==> src/rtl/fnhp_ram.sv <==
// Generic RAM: one write port, two registered read ports.
module fnhp_ram #(
  parameter int WIDTH = 1,
  parameter int DEPTH = 256,
  parameter int AW    = $clog2(DEPTH)
) (
  input  logic             clk,
  input  logic             we,
  input  logic [AW-1:0]    waddr,
  input  logic [WIDTH-1:0] wdata,
  input  logic [AW-1:0]    raddr_a,
  input  logic [AW-1:0]    raddr_b,
  output logic [WIDTH-1:0] rdata_a,
  output logic [WIDTH-1:0] rdata_b
);

  logic [WIDTH-1:0] mem [DEPTH];

  always_ff @(posedge clk) begin
    if (we) begin
      mem[waddr] <= wdata;
    end
    rdata_a <= mem[raddr_a];
    rdata_b <= mem[raddr_b];
  end

endmodule

==> config.mk <==
export PLATFORM = sky130hd
export DESIGN_NAME = fnhp_ram
export DESIGN_NICKNAME = d
export VERILOG_FILES = /design/src/rtl/fnhp_ram.sv
export SDC_FILE = /design/constraint.sdc
export NUM_CORES = 1
export LEC_CHECK = 0
export BUFFER_PORTS_ARGS = -buffer_cell sky130_fd_sc_hd__buf_4
export CAP_MARGIN = 30
export CORE_UTILIZATION = 45
export CTS_BUF_LIST = sky130_fd_sc_hd__clkbuf_16
export CTS_CLUSTER_SIZE = 30
export DETAILED_ROUTE_END_ITERATION = 6
export RECOVER_POWER = 50
export SETUP_SLACK_MARGIN = 0.5
export SKIP_LAST_GASP = 1
export SLEW_MARGIN = 20
export SYNTH_ARGS = -nofsm -noshare
export SYNTH_HDL_FRONTEND = slang
export SYNTH_SLANG_ARGS = --single-unit
==> constraint.sdc <==
create_clock -name clk -period 3.8 [get_ports clk]
set_input_delay 0.57 -clock clk [delete_from_list [all_inputs] [get_ports clk]]
set_output_delay 0.57 -clock clk [all_outputs]
set_load 0.05 [all_outputs]
# Word level (Yosys, flattened, before mapping)
# Memory sizes are Yosys's and may differ from the RTL's. A register that Yosys moved wholly into a read port is not among the register bits.
# Index checks and enable logic that the tools add are counted.
[classes]
mux = 2
[ops]
columns = ["cell", "n"]
rows = [
  ["$mux 1", 2],
]
[totals]
reg_bits = 0
mem_bits_rw = 256
in_bits = 27
output_inout_bits = 2
wordCells = 3
n_memories = 1
[memory_table]
columns = ["name", "depth", "word_bits", "rd", "rd_clocked_by_memory_dff", "wr", "line_no", "rtl"]
rows = [
  ["mem", 256, 1, 2, 2, 1, "17", "logic [WIDTH-1:0] mem [DEPTH];"],
]

# Logic depth before layout (Yosys ltp)
# Gate-level depths: netlist of run 1.
[depth]
ltp_word = 2
ltp_mapped = 10
ltp_nobuf = 6

# Worst setup path before layout of run 1
# No wires, ideal clock.
[synth_timing]
path_kind = "in2reg"
start = "input raddr_b[0]"
end = "register rdata_b, read port of mem"
setup_time_ps = 129
t_arrival_ps = 2313
required_time_ps = 3671
setup_slack_ps = 1358
cell_stages = 8
path_buffers = 2
cell_sequence = "buf_2 buf_4 mux4_2 mux2_2 a2111oi_0 nor3b_1 a31oi_1 a32oi_1"
[synth_lines]
columns = ["element", "line_no", "rtl"]
rows = [
  ["start: declaration", "12", "input logic [AW-1:0] raddr_b,"],
  ["end: declaration", "14", "output logic [WIDTH-1:0] rdata_b"],
]

==> impl_metrics.ini, run 1 <==
[logic_synthesis]
synth-seq-cells = 258
ys_async_sr_fraction_pct = 0
yosys_warnings = 0
synth.distinct_cells = 47
syn_area_um2 = 13300
syn_area_per_cell_um2 = 13.4
synth-edff-count = 256
synthCells = 993
syn_nets = 1020
ys_seq_area_share_pct = 58.0
synth_ff_type = edfxtp_1

[clocking]
cts.sinks = 258
clk_path_buf_depth = 3
clk_pin_slew_ps = 60
cts_hold_buf = 0
cts_resized = 0
cts_made_buffers = 28
post_cts_buffers = 0
cts_tree = built
clock_latency_ps = 550
h-tree-depth = 1
root_buffer = clkbuf_16

[timing]
fmax_mhz = 383
tightest_slew_ps = 2640
rsz0062_at_grt = no
period_share_pct = 68.7
finalSetupTns_ps = 0
slew_viol_final = 143
layout_setup_ws_ps = 1190
skew_ps = 8.09
setup_violations = 0
fin_crit_ps = 2610
final_hold_viol_count = 0
slew_headroom_pct = -76.2

[die]
die_area_um2 = 30300
die_w_um = 174
floorplan.initialDensity_pct = 46.1
core-area_um2 = 28900
rows = 62
pin_count = 29
die_h_um = 174

[grt]
antenna_found_initial = 1
grt_pass1_vias = 8782
grt_overflow = 0
grt_pass1_wl_um = 56500
grt_use_total_pct = 25.3
grt_max_degree = 145

[worst_hold_path]
min_path_type = in2reg
worstHoldPathCells = 3
hold_start = raddr_a[7]

[place]
io_buffers = 28
pre_cts_slack_ps = 669
gp_congestion = 0.853
place_hpwl_um = 24600

[route]
detail-route-antenna-nets = 0
routed_via_density = 6.20
wire_per_inst_um = 26.7
num_vias = 8722
drc = 0
drt-pass1-iter-count = 5
wirelength_um = 37500
drt_iter0_markers = 901

[worst_setup_path]
required_ps = 4270
r2r_start = mem[90]
worst-path-max-fanout = 26
worstPathArrival_ps = 3080
worstSetupPathType = in2reg
setup.worst_path.end_class = register
cp-startpoint = raddr_a[0]
r2r_slack_ps = 1480
ff2ff_path_depth = 6
startpoint_type = primary input

[final_layout]
num-fill-cells = 2540
seq_area_um2 = 7730
fin_nets = 1031
multi_input_area_um2 = 5210
n_antenna_cell = 0
drive_gt1_share_pct = 18.2
syn2layout_area_growth_pct = 11.6

[run_status]
status = finished, violations left
violations = max-capacitance violations, max-slew violations

[pwr]
power_density_nw_per_um2 = 423
p_leak_nw = 4.79
ir_worst_vdd_mv = 0.268

[job]
max_cap_violations = 1
==> flip-flops by register name, summed over array words and instances (netlist names) <==
| signal | cells |
|---|---|
| rdata_a | 1 |
| rdata_b | 1 |
| mem | 256 |
==> layout make-up <==
type                    count  area share (%)
clock inverters            20           0.917
clock buffers              29            4.88
well taps                 384            3.23
flip-flops and latches    258            52.0
repair buffers             62            3.94
inverters                   3          0.0757
multi-input cells         651            35.0
==> per-stage QoR <==
stage          cells  area [um2]  power [mW]  hold slack, ps  utilization, %
3_5_place_dp    1354       14000        3.75             911            48.3
6_report        1407       14900        6.30             364            51.4
5_1_grt         1407       14900        6.47             381            51.4
3_3_place_gp    1349       13900        3.75             933            48.0
2_1_floorplan    993       13300        3.54             669               -
4_1_cts         1403       14800        6.33             349            51.2
==> cell families after synthesis <==
family,count (synthesis),share of synthesized area (%)
flops,258,58.0
mux,206,23.3
simple gates,360,11.3
buf+inv,84,2.99
compound gates,85,4.43
==> layout by cell type, fill, tap and decap left out, types with 5 or more instances in the layout <==
cell | synthesis | layout
nand3_1 | 14 | 14
nor2_1 | 282 | 282
buf_4 | 13 | 47
o22ai_1 | 38 | 38
edfxtp_1 | 256 | 256
nor4_1 | 9 | 9
o21ai_0 | 11 | 11
clkinv_1 | 0 | 5
inv_1 | 3 | 13
buf_8 | 0 | 7
nand3b_1 | 5 | 5
nand2_1 | 22 | 22
nor2b_1 | 8 | 8
clkbuf_16 | 0 | 29
mux2i_1 | 116 | 116
a22o_1 | 6 | 6
mux2_2 | 7 | 7
mux4_2 | 83 | 83
a2111oi_0 | 6 | 6
nor4b_1 | 5 | 5
==> final timing paths <==
check	endpoint
max	rdata_a
min	rdata_a
max reg2reg	rdata_a
min reg2reg	rdata_b
==> per-layer routing <==
metal  GRT usage, %  routed length, um
met5              0                 12
met4           7.38                928
met1           35.0              16000
met3           4.90               2720
met2           40.7              17800
==> worst max-delay path: stages <==
cell and delay [ps]:
buf_4 410, buf_4 370, nand3b_1 350, buf_4 290, o22ai_1 170, a2111oi_0 100, nor4_1 550, nor2_1 90
a22oi_1 160
==> cell usage after synthesis, drive strengths merged (2+ instances only) <==
master | count | area share (%)
a2111oi | 6 | 0.39
a31oi | 2 | 0.094
nand3 | 14 | 0.53
a22o | 6 | 0.39
nor3b | 2 | 0.11
o211ai | 2 | 0.11
mux2 | 7 | 0.59
o22a | 3 | 0.20
edfxtp | 256 | 58
or3 | 2 | 0.094
a311oi | 2 | 0.13
nand3b | 5 | 0.28
a22oi | 4 | 0.23
mux2i | 116 | 8.7
o41ai | 2 | 0.13
nor4b | 5 | 0.33
clkbuf | 44 | 1.2
o2111ai | 3 | 0.20
nor2b | 8 | 0.38
o22ai | 38 | 1.8
o21ai | 11 | 0.41
nor4 | 9 | 0.42
buf | 37 | 1.7
dfxtp | 2 | 0.30
nor2 | 282 | 7.9
nor3 | 2 | 0.075
or3b | 2 | 0.13
inv | 3 | 0.084
mux4 | 83 | 14
nand2 | 22 | 0.62
==> power by group <==
part | internal, mW | switching (mW)
Clock | 1.50 | 1.10
Sequential | 3.14 | 0.00530
Combinational | 0.214 | 0.340
Power figures use the tool's default switching activity.
==> run 2: changes to the inputs <==
--- a/config.mk
+++ b/config.mk
@@ -5,6 +5,7 @@
 export SDC_FILE = /design/constraint.sdc
 export NUM_CORES = 1
 export LEC_CHECK = 0
+export ABC_AREA = 1
 export BUFFER_PORTS_ARGS = -buffer_cell sky130_fd_sc_hd__buf_4
 export CAP_MARGIN = 30
 export CORE_UTILIZATION = 45
==> constraint.sdc (replaced) <==
create_clock -name clk -period 2.38 [get_ports clk]
set_input_delay 0.357 -clock clk [delete_from_list [all_inputs] [get_ports clk]]
set_output_delay 0.357 -clock clk [all_outputs]
set_load 0.05 [all_outputs]
==> run 2 against run 1 <==
The run now ends clean; cell count is 54% higher; routed wire length grew 29%; clock power grew 65%; clock skew grew 5.4 ps; first-iteration DRC count up 63%; hold slack got worse by 310 ps; critical path type is now reg2out; largest cell class unchanged.
==> impl_metrics.ini, run 2 <==
[worst_setup_path]
required_ps = 2020
r2r_slack_ps = 910
crit_path_max_incr_delay_ps = 400
worstPathArrival_ps = 1200
setup.worst_path.end_class = primary output
cp_top_family = flip-flops
critPathBufInv = 1
worst-path-max-fanout = 1
slowest_stage = dfxtp_1
cp_cell_sequence = buf_4
worstSetupPathType = reg2out
startpoint_type = register

[logic_synthesis]
yosysMostFrequentCell = nand2_1
synth_top_area_share_pct = 54.0
synthCells = 1763
synth-seq-cells = 258
ys_async_sr_fraction_pct = 0
syn_area_um2 = 14200
synth-edff-count = 256
syn_nets = 1790
ys_seq_area_share_pct = 54.2
yosysTopAreaCell = edfxtp_1
synth.area.top_cells = edfxtp_1, nand3_1, nand2_1
syn_area_per_cell_um2 = 8.08
synth_ff_type = edfxtp_1
synth.distinct_cells = 14
yosys_warnings = 0
ys_top_cells_by_count = nand2_1, nand3_1, nor2_1

[route]
detail-route-antenna-nets = 0
drt_iter0_markers = 1466
wire_per_inst_um = 22.4
num_vias = 12900
wirelength_um = 48500
drc = 0
drt-pass1-iter-count = 6
routed_via_density = 5.96

[final_layout]
final_common_cell = nand2_1
largest_reg_flops = 256
syn2layout_area_growth_pct = 10.9
reg_top3 = mem x256, rdata_a x1, rdata_b x1
final_cell_mix = nand2_1, nand3_1, nor2_1
postLayoutCellArea_um2 = 15800
drive_gt1_share_pct = 7.45
n_antenna_cell = 0
top_register = mem
fin_nets = 1775

[timing]
setup_violations = 0
rsz0062_at_grt = no
skew_ps = 13.5
period_share_pct = 65.3
slew_viol_final = 0
fin_crit_ps = 1550
fmax_mhz = 643
hold-worst-slack_ps = 57.8
final_hold_viol_count = 0
slew_headroom_pct = 14.6
finalSetupTns_ps = 0
tightest_slew_ps = 1280

[clocking]
cts_resized = 0
post_cts_buffers = 0
clk_path_buf_depth = 3
cts_made_buffers = 30
h-tree-depth = 1
cts_tree = built
clk_pin_slew_ps = 60
cts.sinks = 258
cts_hold_buf = 0
root_buffer = clkbuf_16
clock_latency_ps = 560

[grt]
antenna_found_initial = 0
grt_overflow = 0
grt_pass1_vias = 12200
grt_max_degree = 69
grt_use_total_pct = 29.9
grt_pass1_wl_um = 73900

[die]
die_h_um = 180
die_area_um2 = 32400
rows = 64
core-area_um2 = 30800
pin_count = 29
die_w_um = 180
floorplan.initialDensity_pct = 46.2

[pwr]
power_density_nw_per_um2 = 665
ir_worst_vdd_mv = 0.514
p_leak_nw = 5.88

[worst_hold_path]
min_path_type = in2reg

[place]
io_buffers = 28
place_area_um2 = 14900
gp_congestion = 0.866
place_hpwl_um = 28200

[job]
max_cap_violations = 0

[run_status]
status = finished clean
## run 2: cell count changes after synthesis, moves of 7 or more
cell      before  now
nor4_1         9    0
o22ai_1       38    0
nand3_1       14  492
buf_4         13   35
nand2_1       22  578
inv_1          3   24
o21ai_0       11    0
mux4_2        83    0
mux2_2         7    0
mux2i_1      116    0
nor2_1       282  264
nor2b_1        8    0
buf_2         16   51
clkbuf_1      44   36
## run 2: kinds of logic after synthesis
kind of cell	count (synthesis)	synth area share (%)
buffers and inverters	164	6.01
DFF	258	54.2
and+or+nand+nor	1341	39.8
## run 2: through the flow
step | power, mW | util, % | worst slack, ps | instances
finish | 10.5 | 51.2 | 826 | 2167
global route | 10.8 | 51.2 | 778 | 2167
CTS | 10.5 | 51.3 | 806 | 2167
detailed placement | 6.27 | 48.3 | 340 | 2112
global placement | 6.27 | 48.3 | 361 | 2112
floorplan | 5.81 | - | 874 | 1763
## run 2: routing by layer
| layer | track usage, % | wire length (um) |
|---|---|---|
| met5 | 0 | 0 |
| met4 | 12.6 | 1910 |
| met3 | 4.03 | 4950 |
| met2 | 47.0 | 22100 |
| met1 | 41.7 | 19500 |
## run 2: path summary, 6_finish.rpt
| kind | cells past startpoint | start | to |
|---|---|---|---|
| worst min register to register | 10 | mem[194] | rdata_b |
| worst min-delay path | 3 | raddr_b[7] | rdata_b |
| worst max-delay path | 1 | rdata_b | rdata_b |
| worst max register to register | 10 | mem[93] | rdata_a |
## run 2: power breakdown
group | total [mW] | internal (mW) | switching [mW]
logic | 1.18 | 0.342 | 0.840
clock network | 4.30 | 2.44 | 1.86
registers | 5.02 | 5.01 | 0.00932
total | 10.5 | 7.79 | 2.71
## run 2: final cells by class
class	instances	area, um2
Clock inverter	24	128
Timing Repair Buffer	89	896
Inverter	28	110
Multi-Input combinational cell	1341	5660
Tap cell	396	495
Sequential cell	258	7730
Clock buffer	31	776
Fill cell	2944	15000
