===== config.mk =====
export PLATFORM = sky130hd
export DESIGN_NAME = fnhp_div
export DESIGN_NICKNAME = d
export VERILOG_FILES = /design/src/rtl/fnhp_pkg.sv /design/src/rtl/fnhp_div.sv
export SDC_FILE = /design/constraint.sdc
export NUM_CORES = 1
export LEC_CHECK = 0
export ABC_AREA = 1
export BUFFER_PORTS_ARGS = -buffer_cell sky130_fd_sc_hd__clkbuf_2
export CORE_ASPECT_RATIO = 0.9
export CORE_MARGIN = 2
export CORE_UTILIZATION = 59
export CTS_CLUSTER_DIAMETER = 150
export DETAILED_ROUTE_END_ITERATION = 10
export PLACE_DENSITY_LB_ADDON = 0.1
export REMOVE_ABC_BUFFERS = 1
export SLEW_MARGIN = 25
export SYNTH_ARGS = -nofsm -noshare
export SYNTH_HDL_FRONTEND = slang
export SYNTH_SLANG_ARGS = --single-unit

===== constraint.sdc =====
create_clock -name clk -period 3.3 [get_ports clk]
set_input_delay 0.165 -clock clk [delete_from_list [all_inputs] [get_ports clk]]
set_output_delay 0.165 -clock clk [all_outputs]
set_load 0.01 [all_outputs]

===== src/rtl/fnhp_pkg.sv =====
// Shared constants, profile table and gradient sign table for the fractal noise height profile.
package fnhp_pkg;

  // Port and field widths
  localparam int COL_W      = 24;
  localparam int ROW_W      = 12;
  localparam int HEIGHT_W   = 12;
  localparam int PROF_W     = 2;
  localparam int CFG_IDX_W  = 2;
  localparam int CFG_DATA_W = 12;

  localparam int MAX_OCTAVES_DEF = 6;

  // Internal datapath widths
  localparam int SCALE_W = 32;  // per-octave scale, Q.32
  localparam int LAC_W   = 18;  // lacunarity, Q.16
  localparam int PERS_W  = 16;  // persistence, Q0.16
  localparam int AMP_W   = 17;  // octave weight, Q.16, up to 1.0
  localparam int XF_W    = 16;  // cell fraction
  localparam int FADE_W  = 17;  // fade curve value
  localparam int NOISE_W = 18;  // signed noise, Q1.16
  localparam int SUM_W   = 36;  // weighted sum, Q.32 signed
  localparam int TOT_W   = 19;  // total weight, Q.16
  localparam int QUO_W   = 17;  // magnitude of normalised noise
  localparam int OCT_F_W = 3;
  localparam int PCT_W   = 7;
  localparam int BAND_W  = 23;  // top*2^16 + t*span
  localparam int V_W     = 19;  // (h*band) >> 16
  localparam int RCP_W   = 20;

  localparam logic [AMP_W-1:0] ONE_Q16 = 17'h10000;
  localparam int HALF_Q16 = 32768;

  // Division by 100 through a reciprocal, exact for values below 2^19
  localparam logic [RCP_W-1:0] RECIP_100   = 20'd671089;
  localparam int               RECIP_SHIFT = 26;

  // Profile codes
  localparam logic [PROF_W-1:0] PROF_NORMAL    = 2'd0;
  localparam logic [PROF_W-1:0] PROF_AMPLIFIED = 2'd1;
  localparam logic [PROF_W-1:0] PROF_FLAT      = 2'd2;

  // Configuration register indexes
  localparam logic [CFG_IDX_W-1:0] CFG_PROFILE = 2'd0;
  localparam logic [CFG_IDX_W-1:0] CFG_HEIGHT  = 2'd1;

  localparam logic [PROF_W-1:0]   PROFILE_RST = PROF_NORMAL;
  localparam logic [HEIGHT_W-1:0] HEIGHT_RST  = 12'd480;

  // Gradient sign table
  localparam int GRAD_DEPTH = 256;
  localparam int GRAD_AW    = $clog2(GRAD_DEPTH);
  localparam logic [31:0] LCG_MUL  = 32'd1664525;
  localparam logic [31:0] LCG_INC  = 32'd1013904223;
  localparam logic [31:0] LCG_SEED = 32'd42;

  typedef struct packed {
    logic [SCALE_W-1:0] scale;
    logic [LAC_W-1:0]   lac;
    logic [PERS_W-1:0]  pers;
    logic [OCT_F_W-1:0] oct;
    logic [PCT_W-1:0]   top;
    logic [PCT_W-1:0]   span;
  } prof_t;

  // Terrain profiles; the unused code falls back to normal
  function automatic prof_t prof_get(input logic [PROF_W-1:0] sel);
    prof_t p;
    case (sel)
      PROF_AMPLIFIED: p = '{scale: 32'd34359738, lac: 18'd144179, pers: 16'd29491,
                            oct: 3'd6, top: 7'd5, span: 7'd80};
      PROF_FLAT:      p = '{scale: 32'd64424509, lac: 18'd117965, pers: 16'd42598,
                            oct: 3'd2, top: 7'd45, span: 7'd15};
      default:        p = '{scale: 32'd42949673, lac: 18'd131072, pers: 16'd32768,
                            oct: 3'd4, top: 7'd20, span: 7'd50};
    endcase
    return p;
  endfunction

  // Seeded LCG shuffle of 0..255, keeping bit 0 of each entry (elaboration only)
  function automatic logic [GRAD_DEPTH-1:0] make_sign_table();
    logic [7:0]            perm [GRAD_DEPTH];
    logic [31:0]           r;
    logic [8:0]            j;
    logic [8:0]            m;
    logic [7:0]            tmp;
    logic [GRAD_DEPTH-1:0] res;
    for (int i = 0; i < GRAD_DEPTH; i++) begin
      perm[i] = 8'(i);
    end
    r = LCG_SEED;
    for (int i = GRAD_DEPTH - 1; i > 0; i--) begin
      r = r * LCG_MUL + LCG_INC;
      j = {1'b0, r[7:0]};
      m = 9'(i + 1);
      // reduce modulo i+1 by repeated subtraction
      for (int k = 0; k < GRAD_DEPTH / 2; k++) begin
        if (j >= m) begin
          j = j - m;
        end
      end
      tmp            = perm[i];
      perm[i]        = perm[j[7:0]];
      perm[j[7:0]]   = tmp;
    end
    for (int i = 0; i < GRAD_DEPTH; i++) begin
      res[i] = perm[i][0];
    end
    return res;
  endfunction

  localparam logic [GRAD_DEPTH-1:0] GRAD_SIGNS = make_sign_table();

endpackage


===== src/rtl/fnhp_div.sv =====
// Iterative restoring divider, one quotient bit per cycle.
module fnhp_div (
  input  logic                        clk,
  input  logic                        rst_n,
  input  logic                        start,
  input  logic [fnhp_pkg::SUM_W-1:0]  dividend,
  input  logic [fnhp_pkg::TOT_W-1:0]  divisor,
  output logic                        done,
  output logic [fnhp_pkg::QUO_W-1:0]  quotient
);
  import fnhp_pkg::*;

  localparam int CNT_W = $clog2(QUO_W + 1);

  logic             busy_r, busy_nxt;
  logic [CNT_W-1:0] cnt_r, cnt_nxt;
  logic [SUM_W-1:0] rem_r, rem_nxt;
  logic [SUM_W-1:0] dsr_r, dsr_nxt;
  logic [QUO_W-1:0] quo_r, quo_nxt;

  // Step: compare against the shifted divisor, subtract, shift in a quotient bit
  always_comb begin
    busy_nxt = busy_r;
    cnt_nxt  = cnt_r;
    rem_nxt  = rem_r;
    dsr_nxt  = dsr_r;
    quo_nxt  = quo_r;
    if (start) begin
      busy_nxt = 1'b1;
      cnt_nxt  = CNT_W'(QUO_W);
      rem_nxt  = dividend;
      dsr_nxt  = SUM_W'({divisor, {(QUO_W - 1){1'b0}}});
      quo_nxt  = '0;
    end else if (busy_r) begin
      if (cnt_r != '0) begin
        if (rem_r >= dsr_r) begin
          rem_nxt = rem_r - dsr_r;
          quo_nxt = {quo_r[QUO_W-2:0], 1'b1};
        end else begin
          quo_nxt = {quo_r[QUO_W-2:0], 1'b0};
        end
        dsr_nxt = dsr_r >> 1;
        cnt_nxt = cnt_r - CNT_W'(1);
      end else begin
        busy_nxt = 1'b0;
      end
    end
  end

  always_ff @(posedge clk) begin
    if (!rst_n) begin
      busy_r <= 1'b0;
      cnt_r  <= '0;
    end else begin
      busy_r <= busy_nxt;
      cnt_r  <= cnt_nxt;
    end
  end

  always_ff @(posedge clk) begin
    rem_r <= rem_nxt;
    dsr_r <= dsr_nxt;
    quo_r <= quo_nxt;
  end

  assign done     = busy_r && (cnt_r == '0);
  assign quotient = quo_r;

endmodule


* Word level (Yosys, flattened, before mapping)
Cells that the tools add are included.
** Cells by class
- Add/subtract/negate cells :: 2
- $lt $le $gt $ge :: 1
- Multiplexer cells :: 14
- Bitwise gates (word level) :: 1
- Reduce and logical (&&, ||, !) cells :: 10
** Operators by type and width (number)
- two-way mux 36 bit :: 4
- two-way mux 35 bit :: 3
- >= comparator 36 x 35 -> 1 bit :: 1
- subtractor 36 x 35 -> 36 bit :: 1
- two-way mux 5 bit :: 3
- nonzero test 2 bit :: 3
- logical NOT 5 bit :: 1
- nonzero test 5 bit :: 1
- subtractor 5 x 1 -> 5 bit (second input constant) :: 1
- two-way mux 1 bit :: 4
- AND reduction 2 bit :: 2
- AND reduction 3 bit :: 1
- OR reduction 2 bit :: 1
- logical AND 1 bit :: 1
- NOT 1 bit :: 1
** Word-level totals
- Flip-flop bits (word level) :: 94
- Input bits :: 58
- Output and inout bits :: 18
- Word-level logic and storage cells :: 35

* Logic depth before layout (Yosys ltp)
- Word-level depth :: 5
- Mapped depth :: 15
- Mapped depth without buffers :: 15

* Worst setup path before layout
Ideal clock, no wire load.
- Path kind :: register -> register
- Start point :: register rem_r[0]
- End point :: register rem_r[0] (enable)
- Setup time :: 394 ps
- Data arrival time :: 2314 ps
- Required time :: 2906 ps
- Setup slack :: 592 ps
- Cell stages (with the launch flop) :: 13
- Buffers on the path :: 0
- Period minus slack after synthesis :: 2708 ps
- Cell sequence :: edfxtp_1 inv_1 ha_1 fa_1 inv_1 nand3_1 nand3_2 nand2_1 nand3_2 nand3_1 nand2_1 nand2_1 nand2_1
** On the way
- Word-level cells in the longest chain between the ends :: 3
** RTL lines
- start, declared :: line fnhp_div.sv:17 : logic [SUM_W-1:0] rem_r, rem_nxt;
- start signal, assigned :: line fnhp_div.sv:61 : rem_r <= rem_nxt;
- >= comparator 36 x 35 -> 1 bit :: line fnhp_div.sv:36 : if (rem_r >= dsr_r) begin
- nonzero test 2 bit (no source line)
- AND reduction 3 bit (no source line)
No other way between the ends.
A chain may end at the register's enable or synchronous reset.

* Worst setup path in the final report
- Start point :: register rem_r[0]
- End point :: register rem_r[24] (enable)
Same word-level chain as after synthesis.

==> results.md <==
- RSZ-0062 raised after global routing: false
- I/O Buffers: 75
- Yosys top cell area share: around a quarter
- Pre-antenna DRT Iters: 5
- Total CTS buffers: 9
- Pin count of the biggest net entering global routing: 66
- Setup WS pre-CTS: between 0.8 and 0.9 ns
- Antenna viol nets, final: 0
- Clock buffer depth: 2
- Drt wl/cell: between 10 and 15 um
- Site Rows: 36
- Internal power: roughly 2600 uW
- Clock power share: roughly a quarter
- Fraction of registers with async set/reset: 0%
- Hold Buf Count CTS: 0
- Fin Clk Skew: between 0.008 and 0.009 ns
- Most frequent cell after synthesis: nand2_1
- Initial antenna violation count: 0
- Clock latency on the worst-skew pair: about 0.35 ns
- Slew headroom: ~47%
- Worst Hold Path Cells: 3
- Die W: 113.7 um
- Reg2Reg Depth: 13
- First-pass GRT wire length: around 25 mm
- Sequential area share after synthesis: a little under two fifths
- Critical Path Stages: 13
- Synth Flop Type: edfxtp_1
- Final net count: between 1000 and 1500
- Syn Area/Cell: between 6 and 7 um^2
- Leading area contributor after synthesis: edfxtp_1
- CP bufs+invs: 3
- Initial drt markers: 460
- Peak supply drop: slightly below 0.4 mV
- Post-route setup slack: roughly 0.82 ns
- Hpwl dp: 11.18 mm
- Worst setup EP type: register
- Drt via density: between 5 and 6
- Leakage Power: around 0.0035 uW
- Clock net sink count: 94
- Top cells by area, synth: edfxtp_1 26%, nand2_1 18%, dfxtp_1 12%
- Seq pwr share: approximately a third
- Worst path required time: 3.31 ns
- Seq cells post-synth: 94
- I/O Pins: 76
- EDFF count, synth: 55
- Core Area: 10680 um^2
- H-Tree Depth: 3
- Final worst path period need: about 2.5 ns
- Post-CTS Setup Repair Bufs: 0
- P per Cell Area: about 600 nW/um^2
- CTS tree: built
- Max cap viols: 0
- Combinational Power Share: a little over two fifths
- GP Congestion: between 0.9 and 1
- Utilization after layout: approximately two thirds
- Post-cts sizing count: 0
- Worst-path clk slew: roughly 0.070 ns
- Final hold violation count: 0
- Pins Over Slew Limit: 0
- Diodes inserted: 0
- CTS root buf: clkbuf_16
- Die Area: 11690 um^2
- Crit-path max FO: 25
- CP max stage delay: 0.37 ns
- Achievable Freq: 404.0 MHz
- Share of cells above drive strength 1: between 10% and 20%
- Die Span Y: roughly 100 um
- Most frequent CP cell: nand2_1
- Status: complete, no violations
- Crit-path slowest cell: fa_1
- Sw Share: just under 40%
- DR vias: 5899
- Global Route Usage Sum: 27.03%
- Layout Area Growth over Synthesis: 12.39%
- Yosys warning count: 0
- # DRC: 0
- Hold Crit Class: primary input to register
- Total wire length: 14.74 mm
- Total congestion overflow: 0
- Slew @ Worst Pin: 0.7939 ns
- Worst Setup Path Type: register to register
- Syn Std Cell Area: around 6400 um^2
- Final worst-path cycle share: between 70 and 80%
- CP cell instances: inv_1, ha_1, fa_1, inv_1, nand3_1, nand3_2, nand2_1, nand3_2, nand3_1, nand2_1, nand2_1, nand2_1, buf_4
- Starting density of the core: between 50 and 60%
- Setup violators final: 0
- Vias in the first global route: between 5000 and 6000
- Critical path's top delay family: simple AND/OR/NAND/NOR gates
- Distinct cells, synth: 33
- Kind of start point of the critical path: register
- Most frequent cells after synthesis: 303 x nand2_1, 136 x inv_1, 89 x nor2_1
- Switch Pwr: 1722 uW
- Min Hold Slack: roughly 0.072 ns
- Mapped Cells: between 900 and 1000
- CP arrival: 2.49 ns
-- cells in the final DEF, fill, tap and decap left out, types with 5 or more instances in the layout --
cell	Yosys	final
nand2_1	303	302
inv_1	136	136
nor2_1	89	89
clkbuf_2	0	75
o21ai_0	71	71
a21oi_1	55	55
edfxtp_1	55	55
nand3_1	50	50
dfxtp_1	39	39
ha_1	36	36
nand2_2	12	13
xnor2_1	11	11
nor3_1	9	9
clkbuf_16	0	9
buf_4	0	8
o21ai_1	6	6
nand3_2	5	5
-- area by class of cell --
cell class / instances / area, um^2
clock buffers: 9 / 225.2
clock inverters: 7 / 62.56
fillers: 1003 / 3488
inverters: 140 / 525.5
multi-input cells: 678 / 3339
flip-flops and latches: 94 / 2432
well taps: 133 / 166.4
repair buffers: 83 / 435.4
-- logic make-up after synthesis --
group | after synthesis | synth area share, %
xor gates and xnor gates | 11 | 1.507
DFF | 94 | 38.04
and+or+nand+nor | 490 | 32.07
buffers and inverters | 164 | 9.783
adders and majority gates | 37 | 7.357
AOI/OAI and AO/OA | 140 | 11.25
-- per-layer routing --
metal / up-vias / share of wire [%] / global-route usage (%)
met2: 150 / 43 / 44.04
met4: 0 / 1.9 / 7.692
met5: - / 0 / 0
met3: 21 / 5.6 / 4.350
met1: 2596 / 50 / 37.79
li1: 3132 / - / -
-- final timing paths --
path / startpoint / end / slack, ns
min: divisor[18] / dsr_r[34]$_DFFE_PP_ / 0.07
min reg2reg: dsr_r[2]$_SDFFE_PP0P_ / dsr_r[2]$_SDFFE_PP0P_ / 0.47
max reg2reg: rem_r[0]$_DFFE_PP_ / rem_r[24]$_DFFE_PP_ / 0.82
max: rem_r[0]$_DFFE_PP_ / rem_r[24]$_DFFE_PP_ / 0.82
-- sequential cells by signal, summed over array words and instances (netlist names) --
name / flops
busy_r: 1
cnt_r: 5
dsr_r: 35
quotient: 17
rem_r: 36
-- through the flow --
step / std cells / instance area, um^2 / setup TNS [ns] / total power, uW
after global routing: 1144 / 7187 / 0 / 4702
after CTS: 1144 / 7187 / 0 / 4349
after floorplan: 912 / 6295 / -17.42 / 2876
after detailed placement: 1128 / 6899 / 0 / 3319
final: 1144 / 7187 / 0 / 4348
after global placement: 1128 / 6899 / 0 / 3295
-- power by group through the flow --
stage	combinational [uW]	clock [uW]	sequential, uW
CTS	1800	1040	1500
global placement	1770	0	1520
global route	2090	1090	1520
finish	1820	1030	1500
floorplan	1350	0	1530
detailed placement	1790	0	1530
-- worst min-delay path, stage by stage --
cell and delay [ns]:
clkbuf_2 0.08, nand2_1 0.04, inv_1 0.04
Note: power is estimated with default switching activity, not from simulation.
